## src/design/ssrl_pkg.sv

```systemverilog
// Package for the servo slew-rate limiter: widths, register indexes,
// reset values, configuration and datapath command structs.
// No dependencies.
package ssrl_pkg;

    localparam int DATA_W    = 16;
    localparam int STEP_W    = 15;
    localparam int CFG_IDX_W = 3;
    localparam int DIFF_W    = DATA_W + 1;
    localparam int PROD_W    = 2 * DATA_W;
    localparam int DIV_STEPS = PROD_W / 2;   // two quotient bits per cycle
    localparam int DIV_CNT_W = $clog2(DIV_STEPS);

    // Opcodes of an input item
    localparam logic OPC_WRITE = 1'b0;
    localparam logic OPC_TICK  = 1'b1;

    // Configuration register indexes
    localparam logic [CFG_IDX_W-1:0] CFG_CMD_MIN  = 3'd0;
    localparam logic [CFG_IDX_W-1:0] CFG_CMD_MAX  = 3'd1;
    localparam logic [CFG_IDX_W-1:0] CFG_PHYS_MIN = 3'd2;
    localparam logic [CFG_IDX_W-1:0] CFG_PHYS_MAX = 3'd3;
    localparam logic [CFG_IDX_W-1:0] CFG_SLEW     = 3'd4;

    // Reset values
    localparam logic signed [DATA_W-1:0] RST_CMD_MIN  = -16'sd127;
    localparam logic signed [DATA_W-1:0] RST_CMD_MAX  = 16'sd127;
    localparam logic signed [DATA_W-1:0] RST_PHYS_MIN = -16'sd3840;
    localparam logic signed [DATA_W-1:0] RST_PHYS_MAX = 16'sd3840;
    localparam logic [STEP_W-1:0]        RST_SLEW     = 15'd960;

    typedef struct packed {
        logic signed [DATA_W-1:0] cmd_min;
        logic signed [DATA_W-1:0] cmd_max;
        logic signed [DATA_W-1:0] phys_min;
        logic signed [DATA_W-1:0] phys_max;
        logic [STEP_W-1:0]        slew_step;
    } t_cfg;

    typedef struct packed {
        logic cmd_write;   // clamp and store a command
        logic tick_start;  // latch differences for the target
        logic mult;        // form product magnitude, load divider
        logic div_step;    // two restoring division steps
        logic target;      // sign, offset and saturate the target
        logic slew;        // move position toward target
        logic out_load;    // capture result into output register
    } t_dp_cmd;

endpackage

```

## src/design/ssrl_if.sv

```systemverilog
// Channel interfaces of the servo slew-rate limiter: input items,
// result items and configuration writes.
// Depends on ssrl_pkg.
interface ssrl_in_if import ssrl_pkg::*; ();
    logic                     valid;
    logic                     ready;
    logic                     opcode;
    logic signed [DATA_W-1:0] command_value;

    modport source (output valid, opcode, command_value, input ready);
    modport sink   (input valid, opcode, command_value, output ready);
endinterface

interface ssrl_out_if import ssrl_pkg::*; ();
    logic                     valid;
    logic                     ready;
    logic signed [DATA_W-1:0] position;
    logic signed [DATA_W-1:0] held_command;

    modport source (output valid, position, held_command, input ready);
    modport sink   (input valid, position, held_command, output ready);
endinterface

interface ssrl_cfg_if import ssrl_pkg::*; ();
    logic                 valid;
    logic                 ready;
    logic [CFG_IDX_W-1:0] index;
    logic [DATA_W-1:0]    data;

    modport source (output valid, index, data, input ready);
    modport sink   (input valid, index, data, output ready);
endinterface

```

## src/design/ssrl_regs.sv

```systemverilog
// Configuration register file of the servo slew-rate limiter.
// Depends on ssrl_pkg and ssrl_cfg_if.
module ssrl_regs import ssrl_pkg::*; (
    input  logic       i_clk,
    input  logic       i_rst_n,
    ssrl_cfg_if.sink   i_cfg,
    output t_cfg       o_cfg
);

    t_cfg r_cfg;

    // Writes are always accepted
    assign i_cfg.ready = 1'b1;

    always_ff @(posedge i_clk) begin
        if (!i_rst_n) begin
            r_cfg.cmd_min   <= RST_CMD_MIN;
            r_cfg.cmd_max   <= RST_CMD_MAX;
            r_cfg.phys_min  <= RST_PHYS_MIN;
            r_cfg.phys_max  <= RST_PHYS_MAX;
            r_cfg.slew_step <= RST_SLEW;
        end else if (i_cfg.valid && i_cfg.ready) begin
            unique case (i_cfg.index)
                CFG_CMD_MIN:  r_cfg.cmd_min   <= i_cfg.data;
                CFG_CMD_MAX:  r_cfg.cmd_max   <= i_cfg.data;
                CFG_PHYS_MIN: r_cfg.phys_min  <= i_cfg.data;
                CFG_PHYS_MAX: r_cfg.phys_max  <= i_cfg.data;
                CFG_SLEW:     r_cfg.slew_step <= i_cfg.data[STEP_W-1:0];
                default: ;    // unmapped index, write ignored
            endcase
        end
    end

    assign o_cfg = r_cfg;

endmodule

```

## src/design/ssrl_datapath.sv

```systemverilog
// Datapath of the servo slew-rate limiter: command clamp, target mapping
// with a radix-4 restoring divider, slew step and output register.
// Depends on ssrl_pkg.
module ssrl_datapath import ssrl_pkg::*; (
    input  logic                     i_clk,
    input  logic                     i_rst_n,
    input  t_dp_cmd                  i_cmd,
    input  t_cfg                     i_cfg,
    input  logic signed [DATA_W-1:0] i_command_value,
    output logic signed [DATA_W-1:0] o_position,
    output logic signed [DATA_W-1:0] o_held_command
);

    // Architectural state
    logic signed [DATA_W-1:0] r_cmd, n_cmd;
    logic signed [DATA_W-1:0] r_pos, n_pos;

    // Working registers of one tick
    logic signed [DIFF_W-1:0] r_a, r_b, r_span;
    logic [PROD_W-1:0]        r_quo, n_quo;
    logic [DATA_W-1:0]        r_den;
    logic [DATA_W-1:0]        r_rem, n_rem;
    logic                     r_neg;
    logic                     r_span_zero;
    logic signed [DATA_W-1:0] r_target, n_target;

    logic signed [DATA_W-1:0] r_out_pos, r_out_cmd;

    logic [DIFF_W-1:0] a_abs, b_abs, s_abs;
    logic [DIFF_W:0]   rem_t;
    logic [PROD_W-1:0] quo_t;

    logic signed [PROD_W+1:0] t_wide;
    logic signed [DATA_W+1:0] p_ext, tg_ext, s_ext;

    // Write clamp: upper limit tested first
    always_comb begin
        if (i_command_value > i_cfg.cmd_max) begin
            n_cmd = i_cfg.cmd_max;
        end else if (i_command_value < i_cfg.cmd_min) begin
            n_cmd = i_cfg.cmd_min;
        end else begin
            n_cmd = i_command_value;
        end
    end

    // Magnitudes of the latched differences, all below 2^16
    assign a_abs = r_a[DIFF_W-1]    ? -r_a    : r_a;
    assign b_abs = r_b[DIFF_W-1]    ? -r_b    : r_b;
    assign s_abs = r_span[DIFF_W-1] ? -r_span : r_span;

    // Two restoring division steps per cycle
    always_comb begin
        rem_t = '0;
        quo_t = r_quo;
        n_rem = r_rem;
        for (int k = 0; k < 2; k++) begin
            rem_t = {1'b0, n_rem, quo_t[PROD_W-1]};
            quo_t = {quo_t[PROD_W-2:0], 1'b0};
            if (rem_t >= {2'b00, r_den}) begin
                rem_t    = rem_t - {2'b00, r_den};
                quo_t[0] = 1'b1;
            end
            n_rem = rem_t[DATA_W-1:0];
        end
        n_quo = quo_t;
    end

    // Signed quotient plus offset, saturated to 16 bits; phys_min if the span is zero
    always_comb begin
        if (r_neg) begin
            t_wide = $signed({{(PROD_W+2-DATA_W){i_cfg.phys_min[DATA_W-1]}},
                              i_cfg.phys_min})
                     - $signed({2'b00, r_quo});
        end else begin
            t_wide = $signed({{(PROD_W+2-DATA_W){i_cfg.phys_min[DATA_W-1]}},
                              i_cfg.phys_min})
                     + $signed({2'b00, r_quo});
        end
        if (r_span_zero) begin
            n_target = i_cfg.phys_min;
        end else if (t_wide > $signed((PROD_W+2)'(32767))) begin
            n_target = 16'sh7FFF;
        end else if (t_wide < -$signed((PROD_W+2)'(32768))) begin
            n_target = -16'sh8000;
        end else begin
            n_target = t_wide[DATA_W-1:0];
        end
    end

    // Slew toward the target without overshoot
    always_comb begin
        p_ext  = {{2{r_pos[DATA_W-1]}}, r_pos};
        tg_ext = {{2{r_target[DATA_W-1]}}, r_target};
        s_ext  = '0;
        n_pos  = r_pos;
        if (p_ext < tg_ext) begin
            s_ext = p_ext + $signed({3'b000, i_cfg.slew_step});
            n_pos = (s_ext > tg_ext) ? r_target : s_ext[DATA_W-1:0];
        end else if (p_ext > tg_ext) begin
            s_ext = p_ext - $signed({3'b000, i_cfg.slew_step});
            n_pos = (s_ext < tg_ext) ? r_target : s_ext[DATA_W-1:0];
        end
    end

    // State registers
    always_ff @(posedge i_clk) begin
        if (!i_rst_n) begin
            r_cmd <= '0;
            r_pos <= '0;
        end else begin
            if (i_cmd.cmd_write) begin
                r_cmd <= n_cmd;
            end
            if (i_cmd.slew) begin
                r_pos <= n_pos;
            end
        end
    end

    // Working and output registers
    always_ff @(posedge i_clk) begin
        if (i_cmd.tick_start) begin
            r_a    <= DIFF_W'(r_cmd) - DIFF_W'(i_cfg.cmd_min);
            r_b    <= DIFF_W'(i_cfg.phys_max) - DIFF_W'(i_cfg.phys_min);
            r_span <= DIFF_W'(i_cfg.cmd_max) - DIFF_W'(i_cfg.cmd_min);
        end
        if (i_cmd.mult) begin
            r_quo       <= a_abs[DATA_W-1:0] * b_abs[DATA_W-1:0];
            r_den       <= s_abs[DATA_W-1:0];
            r_rem       <= '0;
            r_neg       <= r_a[DIFF_W-1] ^ r_b[DIFF_W-1] ^ r_span[DIFF_W-1];
            r_span_zero <= (r_span == '0);
        end
        if (i_cmd.div_step) begin
            r_quo <= n_quo;
            r_rem <= n_rem;
        end
        if (i_cmd.target) begin
            r_target <= n_target;
        end
        if (i_cmd.out_load) begin
            r_out_pos <= r_pos;
            r_out_cmd <= r_cmd;
        end
    end

    assign o_position     = r_out_pos;
    assign o_held_command = r_out_cmd;

endmodule

```

## src/design/ssrl_ctrl.sv

```systemverilog
// Controller of the servo slew-rate limiter: sequences the datapath
// through one item and owns the input and output handshakes.
// Depends on ssrl_pkg.
module ssrl_ctrl import ssrl_pkg::*; (
    input  logic    i_clk,
    input  logic    i_rst_n,
    input  logic    i_in_valid,
    input  logic    i_opcode,
    output logic    o_in_ready,
    output logic    o_out_valid,
    input  logic    i_out_ready,
    output t_dp_cmd o_cmd
);

    typedef enum logic [2:0] {
        S_IDLE,
        S_MULT,
        S_DIV,
        S_TGT,
        S_SLEW,
        S_DONE
    } t_state;

    t_state                 r_state, n_state;
    logic [DIV_CNT_W-1:0]   r_cnt;
    logic                   r_out_valid;
    logic                   in_fire;
    logic                   cnt_last;

    assign o_in_ready = (r_state == S_IDLE);
    assign in_fire    = i_in_valid && o_in_ready;
    assign cnt_last   = (r_cnt == DIV_CNT_W'(DIV_STEPS - 1));

    // Next state and datapath commands
    always_comb begin
        n_state = r_state;
        o_cmd   = '0;
        unique case (r_state)
            S_IDLE: begin
                if (i_in_valid) begin
                    if (i_opcode == OPC_WRITE) begin
                        o_cmd.cmd_write = 1'b1;
                        n_state         = S_DONE;
                    end else begin
                        o_cmd.tick_start = 1'b1;
                        n_state          = S_MULT;
                    end
                end
            end
            S_MULT: begin
                o_cmd.mult = 1'b1;
                n_state    = S_DIV;
            end
            S_DIV: begin
                o_cmd.div_step = 1'b1;
                if (cnt_last) begin
                    n_state = S_TGT;
                end
            end
            S_TGT: begin
                o_cmd.target = 1'b1;
                n_state      = S_SLEW;
            end
            S_SLEW: begin
                o_cmd.slew = 1'b1;
                n_state    = S_DONE;
            end
            S_DONE: begin
                // Wait until the output register is free or draining
                if (!r_out_valid || i_out_ready) begin
                    o_cmd.out_load = 1'b1;
                    n_state        = S_IDLE;
                end
            end
            default: n_state = S_IDLE;
        endcase
    end

    // State, divider step count and output valid
    always_ff @(posedge i_clk) begin
        if (!i_rst_n) begin
            r_state     <= S_IDLE;
            r_cnt       <= '0;
            r_out_valid <= 1'b0;
        end else begin
            r_state <= n_state;
            if (r_state == S_MULT) begin
                r_cnt <= '0;
            end else if (r_state == S_DIV) begin
                r_cnt <= r_cnt + 1'b1;
            end
            if (o_cmd.out_load) begin
                r_out_valid <= 1'b1;
            end else if (i_out_ready) begin
                r_out_valid <= 1'b0;
            end
        end
    end

    assign o_out_valid = r_out_valid;

    // A pending result is never overwritten
    a_no_overwrite: assert property (@(posedge i_clk) disable iff (!i_rst_n)
        o_cmd.out_load |-> (!r_out_valid || i_out_ready))
        else $error("result register overwritten while pending");

    // A write item goes straight to the result stage
    a_write_done: assert property (@(posedge i_clk) disable iff (!i_rst_n)
        (in_fire && i_opcode == OPC_WRITE) |=> (r_state == S_DONE))
        else $error("write item did not reach result stage");

    // A tick runs the full divider before the target is formed
    a_div_len: assert property (@(posedge i_clk) disable iff (!i_rst_n)
        (r_state == S_TGT) |-> ($past(r_state) == S_DIV && $past(cnt_last)))
        else $error("target formed before divider finished");

    // Loading a result always pairs with a valid result next cycle
    a_load_valid: assert property (@(posedge i_clk) disable iff (!i_rst_n)
        o_cmd.out_load |=> o_out_valid)
        else $error("loaded result not presented");

endmodule

```

## src/design/servo_slew_rate_limiter_core.sv

```systemverilog
// Servo slew-rate limiter, top level: a command write clamps and stores
// the command; a tick maps it onto the physical range and slews the
// position. Each item gives one result. Depends on ssrl_pkg, ssrl_if,
// ssrl_regs, ssrl_ctrl and ssrl_datapath.
//
// A command write clamps and stores the command in its transfer cycle,
// then loads the result once the output register is free or draining.
// A tick latches the differences, forms the 16x16 product, runs the
// radix-4 restoring divider that forms the mapped target, saturates
// the target, takes the slew step and loads the result.
// One item is worked on at a time; the next is taken as soon as the result
// sits in the output register, even while that result waits to be taken.
// Configuration writes are always accepted and must be made while idle.
module servo_slew_rate_limiter_core import ssrl_pkg::*; (
    input  logic      i_clk,
    input  logic      i_rst_n,
    ssrl_in_if.sink   i_cmd,
    ssrl_out_if.source o_res,
    ssrl_cfg_if.sink  i_cfg
);

    t_cfg    cfg;
    t_dp_cmd dp_cmd;
    logic    in_ready;
    logic    out_valid;

    // Configuration registers
    ssrl_regs u_regs (
        .i_clk   (i_clk),
        .i_rst_n (i_rst_n),
        .i_cfg   (i_cfg),
        .o_cfg   (cfg)
    );

    // Sequencer
    ssrl_ctrl u_ctrl (
        .i_clk       (i_clk),
        .i_rst_n     (i_rst_n),
        .i_in_valid  (i_cmd.valid),
        .i_opcode    (i_cmd.opcode),
        .o_in_ready  (in_ready),
        .o_out_valid (out_valid),
        .i_out_ready (o_res.ready),
        .o_cmd       (dp_cmd)
    );

    // Arithmetic and result register
    ssrl_datapath u_dp (
        .i_clk           (i_clk),
        .i_rst_n         (i_rst_n),
        .i_cmd           (dp_cmd),
        .i_cfg           (cfg),
        .i_command_value (i_cmd.command_value),
        .o_position      (o_res.position),
        .o_held_command  (o_res.held_command)
    );

    assign i_cmd.ready = in_ready;
    assign o_res.valid = out_valid;

endmodule
```

## src/flat_wrapper.sv

```systemverilog
// flat-port wrapper written by rule: the top's interface ports become plain ports
module servo_slew_rate_limiter_core_flat import ssrl_pkg::*;
  (i_clk, i_rst_n, i_cmd_valid, i_cmd_opcode, i_cmd_command_value, i_cmd_ready, o_res_valid, o_res_position, o_res_held_command, o_res_ready, i_cfg_valid, i_cfg_index, i_cfg_data, i_cfg_ready);
  ssrl_in_if i_cmd_i ();
  ssrl_out_if o_res_i ();
  ssrl_cfg_if i_cfg_i ();
  input  logic i_clk;
  input  logic i_rst_n;
  input wire logic [$bits(i_cmd_i.valid)-1:0] i_cmd_valid;
  input wire logic [$bits(i_cmd_i.opcode)-1:0] i_cmd_opcode;
  input wire logic [$bits(i_cmd_i.command_value)-1:0] i_cmd_command_value;
  output wire logic [$bits(i_cmd_i.ready)-1:0] i_cmd_ready;
  output wire logic [$bits(o_res_i.valid)-1:0] o_res_valid;
  output wire logic [$bits(o_res_i.position)-1:0] o_res_position;
  output wire logic [$bits(o_res_i.held_command)-1:0] o_res_held_command;
  input wire logic [$bits(o_res_i.ready)-1:0] o_res_ready;
  input wire logic [$bits(i_cfg_i.valid)-1:0] i_cfg_valid;
  input wire logic [$bits(i_cfg_i.index)-1:0] i_cfg_index;
  input wire logic [$bits(i_cfg_i.data)-1:0] i_cfg_data;
  output wire logic [$bits(i_cfg_i.ready)-1:0] i_cfg_ready;
  assign i_cmd_i.valid = i_cmd_valid;
  assign i_cmd_i.opcode = i_cmd_opcode;
  assign i_cmd_i.command_value = i_cmd_command_value;
  assign i_cmd_ready = i_cmd_i.ready;
  assign o_res_valid = o_res_i.valid;
  assign o_res_position = o_res_i.position;
  assign o_res_held_command = o_res_i.held_command;
  assign o_res_i.ready = o_res_ready;
  assign i_cfg_i.valid = i_cfg_valid;
  assign i_cfg_i.index = i_cfg_index;
  assign i_cfg_i.data = i_cfg_data;
  assign i_cfg_ready = i_cfg_i.ready;
  servo_slew_rate_limiter_core u_core (.i_clk(i_clk), .i_rst_n(i_rst_n), .i_cmd(i_cmd_i), .o_res(o_res_i), .i_cfg(i_cfg_i));
endmodule
```

## config.mk

```make
export PLATFORM = sky130hd
export DESIGN_NAME = servo_slew_rate_limiter_core_flat
export DESIGN_NICKNAME = d
export VERILOG_FILES = /design/src/design/ssrl_pkg.sv /design/src/design/ssrl_if.sv /design/src/design/ssrl_regs.sv /design/src/design/ssrl_datapath.sv /design/src/design/ssrl_ctrl.sv /design/src/design/servo_slew_rate_limiter_core.sv /design/src/flat_wrapper.sv
export SDC_FILE = /design/constraint.sdc
export NUM_CORES = 2
export LEC_CHECK = 0
export BUFFER_PORTS_ARGS = -buffer_cell sky130_fd_sc_hd__buf_2
export CORE_UTILIZATION = 30
export DETAILED_ROUTE_END_ITERATION = 7
export HOLD_SLACK_MARGIN = 0.15
export PLACE_DENSITY = 0.5
export SYNTH_ARGS = -nofsm -noshare
export SYNTH_HDL_FRONTEND = slang
export SYNTH_SLANG_ARGS = --single-unit
```

## constraint.sdc

```tcl
create_clock -name i_clk -period 16.15 [get_ports i_clk]
set_input_delay 1.615 -clock i_clk [delete_from_list [all_inputs] [get_ports i_clk]]
set_output_delay 1.615 -clock i_clk [all_outputs]
set_load 0.1 [all_outputs]
```

==> out/qor.txt <==
DRC viols -> 0
Hold Path Class -> register to register
Peak fanout along the critical path -> 11
Crit Reg-Reg Endpoint -> u_core.u_dp.r_quo[31]
Cell Area, Synth -> 0.0292 mm^2
Unrepaired setup endpoints after global routing -> false
Kind of critical path -> register to register
Initial antenna violation count -> 1
Top post-synthesis cells by area -> edfxtp_1 17%, ha_1 14%, fa_1 14%
Kind of start point of the critical path -> register
Register Area -> 0.00734 mm^2
Final setup skew -> 0.0329 ns
CTS tree -> built
Hold EP -> u_core.u_regs.o_cfg[15]
CP max stage cell -> o41ai_1
Slew Viols, Final -> 0
Final setup TNS -> 0 ns
Reg2reg start -> u_core.u_dp.r_a[0]
Vias in the first global route -> 23300
Crit. End Element -> register
Post-synth ARST share -> 0%
YS warnings -> 0
Period minus WS final -> 9.24 ns
Required @ worst endpoint -> 16.43 ns
Period utilization -> 57.2%
WL final -> 90100 um
Antenna Nets Post-Route -> 0
Critical path's largest stage delay -> 0.73 ns
Die Y -> 314 um
Die width -> 314 um
Post-CTS Setup Bufs -> 0
Pre-Repair DR Iteration Count -> 5
Placed Cells incl. Taps -> 4659
Cell types with the highest counts after synthesis -> 429 x inv_1, 410 x nand2_1, 332 x ha_1, 319 x nor2_1, 202 x fa_1
Main flop type after synthesis -> edfxtp_1
Final HPWL DP -> 71400 um
Cell count of the worst hold path -> 2
Syn Area/Cell -> 8.68 um^2
Share of cells above drive strength 1 -> 6.70%
GRT Util Overall -> 18.2%
H-tree level count -> 2
# port buffers -> 74
Pre-CTS setup slack -> 6.99 ns
Grt ovf -> 0
Most frequent CP cell -> fa_1
CTS sink cnt -> 284
Share of the synthesized area in the top cell type -> 17.0%
Fin cells -> 4726
Hold Buf Count CTS -> 0
Multi-input logic area -> 0.0199 mm^2
Initial DRC count -> 1570
Slack of the critical path -> 6.91 ns
Yosys cell types -> 82
Cells resized by post-CTS repair -> 0
Syn nets -> 3939
Register bit total from synthesis -> 284
Routed via count -> 23700
Max Fclk -> 108 MHz
Nets@finish -> 3996
Max Cap Violations -> 0
Most common cell in the netlist -> inv_1
Die area -> 0.0986 mm^2
Root buf cell -> clkbuf_16
Cts bufs inserted -> 36
Cells after synthesis -> 3364
Largest net degree at the start of global routing -> 57
Layout Area Growth over Synthesis -> 10.8%
Routability cong. -> 0.907
Hold_sp -> u_core.u_regs.o_cfg[15]
DR WL/cell -> 19.1 um
Worst skew pair latency -> 0.57 ns
Clock Tree Buf Depth -> 3
Global-route wire length before repair -> 138000 um
Via density -> 5.02
Initial Utilization -> 30.2%
Part of the Yosys area used for sequential elements -> 25.1%
Leading area contributor after synthesis -> edfxtp_1
Worst reg-to-reg setup slack -> 6.91 ns
Outcome -> finished clean
Core Region -> 0.0966 mm^2
Worst r2r path cells -> 28
Final Hold Vio Count -> 0
Critical Path AT -> 9.52 ns
Clock transition at path regs -> 0.06 ns
IO Count -> 76
# setup viols final -> 0
Filler cells -> 10100
Rel. slew slack -> 20.5%
Slew at the pin closest to its max-slew limit -> 1.19 ns
Cell Rows -> 114
EDFF count, synth -> 165
## layout by cell type (no fill, tap or decap), drive strengths merged, types with 11 or more instances in the layout
master,Yosys,final
a2111oi,12,12
a211o,19,19
a211oi,22,22
a21boi,22,22
a21o,55,55
a21oi,194,194
a22oi,18,18
a31oi,17,17
and2,18,18
and3,16,16
buf,9,117
clkbuf,89,47
dfxtp,119,119
edfxtp,165,165
fa,202,202
ha,332,332
inv,429,432
mux2,11,11
mux2i,32,32
nand2,410,410
nand2b,35,35
nand3,49,49
nand4,26,26
nor2,319,319
nor2b,40,40
nor3,55,55
nor4,20,20
o211ai,34,34
o21a,34,34
o21ai,158,158
o21bai,20,20
o22ai,21,21
o31ai,20,20
o41ai,12,12
or3,23,23
or4,11,11
xnor2,156,156
xor2,57,57
## cells by family after synthesis
family / Yosys count / synth area share [%]
AO/OA/AOI/OAI: 707 / 15.9
XOR/XNOR: 213 / 6.39
adder cells (fa/ha/maj): 534 / 28.1
buffers and inverters: 528 / 6.87
flip-flops: 284 / 25.1
multiplexers: 43 / 1.52
other: 1 / 0.0128
AND/OR/NAND/NOR: 1054 / 16.1
## per-stage QoR
step                area [um^2]  util, %  hold slack (ns)
floorplan                 29200        -            0.431
global placement          31200     32.3            0.444
detailed placement        31200     32.3            0.452
CTS                       32400     33.5            0.460
global route              32400     33.5            0.479
finish                    32400     33.5            0.455
## how the worst max path moves through the flow
| stage | from | endpoint | depth (start not counted) |
|---|---|---|---|
| 2_1_floorplan | u_core.u_dp.r_a[0] | u_core.u_dp.r_quo[31] | 31 |
| 3_3_place_gp | u_core.u_dp.r_b[0] | u_core.u_dp.r_quo[31] | 29 |
| 3_5_place_dp | u_core.u_dp.r_b[0] | u_core.u_dp.r_quo[31] | 29 |
| 4_1_cts | u_core.u_dp.r_b[0] | u_core.u_dp.r_quo[31] | 29 |
| 5_1_grt | u_core.u_dp.r_b[0] | u_core.u_dp.r_quo[31] | 31 |
| 6_report | u_core.u_dp.r_a[0] | u_core.u_dp.r_quo[31] | 28 |
## worst max-delay path, delay by kind of cell (launching register included)
kind,cells,cell delay (ns)
XOR/XNOR,2,0.82
buffers and inverters,5,0.62
AO/OA/AOI/OAI,6,1.71
flip-flops,1,0.55
AND/OR/NAND/NOR,7,1.53
adder cells (fa/ha/maj),8,3.71
## final cells by class
type | instances | area share [%]
antenna | 2 | 0.0155
clock buffer | 47 | 3.13
clock inverter | 18 | 0.630
inverter | 430 | 4.99
multi-input combinational | 2552 | 61.5
sequential | 284 | 22.7
tap | 1276 | 4.93
timing repair buffer | 117 | 2.14
## per-layer routing
layer,wire length [um],global-route usage [%],vias to the layer above
met4,1950,4.14,0
met5,0,0,-
met1,42300,25.3,11500
li1,-,-,11600
met3,4210,2.27,98
met2,41600,29.9,515
## sequential cells by signal, summed over array words and instances (netlist names)
name                        flops
u_core.u_ctrl.o_out_valid       1
u_core.u_ctrl.r_cnt             4
u_core.u_ctrl.r_state           3
u_core.u_dp.o_held_command     16
u_core.u_dp.o_position         16
u_core.u_dp.r_a                17
u_core.u_dp.r_b                17
u_core.u_dp.r_cmd              16
u_core.u_dp.r_den              16
u_core.u_dp.r_neg               1
u_core.u_dp.r_pos              16
u_core.u_dp.r_quo              32
u_core.u_dp.r_rem              16
u_core.u_dp.r_span             17
u_core.u_dp.r_span_zero         1
u_core.u_dp.r_target           16
u_core.u_regs.o_cfg            79
Power is left out: the tool's default activity adds up to more than one toggle a clock period on the data nets, which glitch-free logic cannot reach.
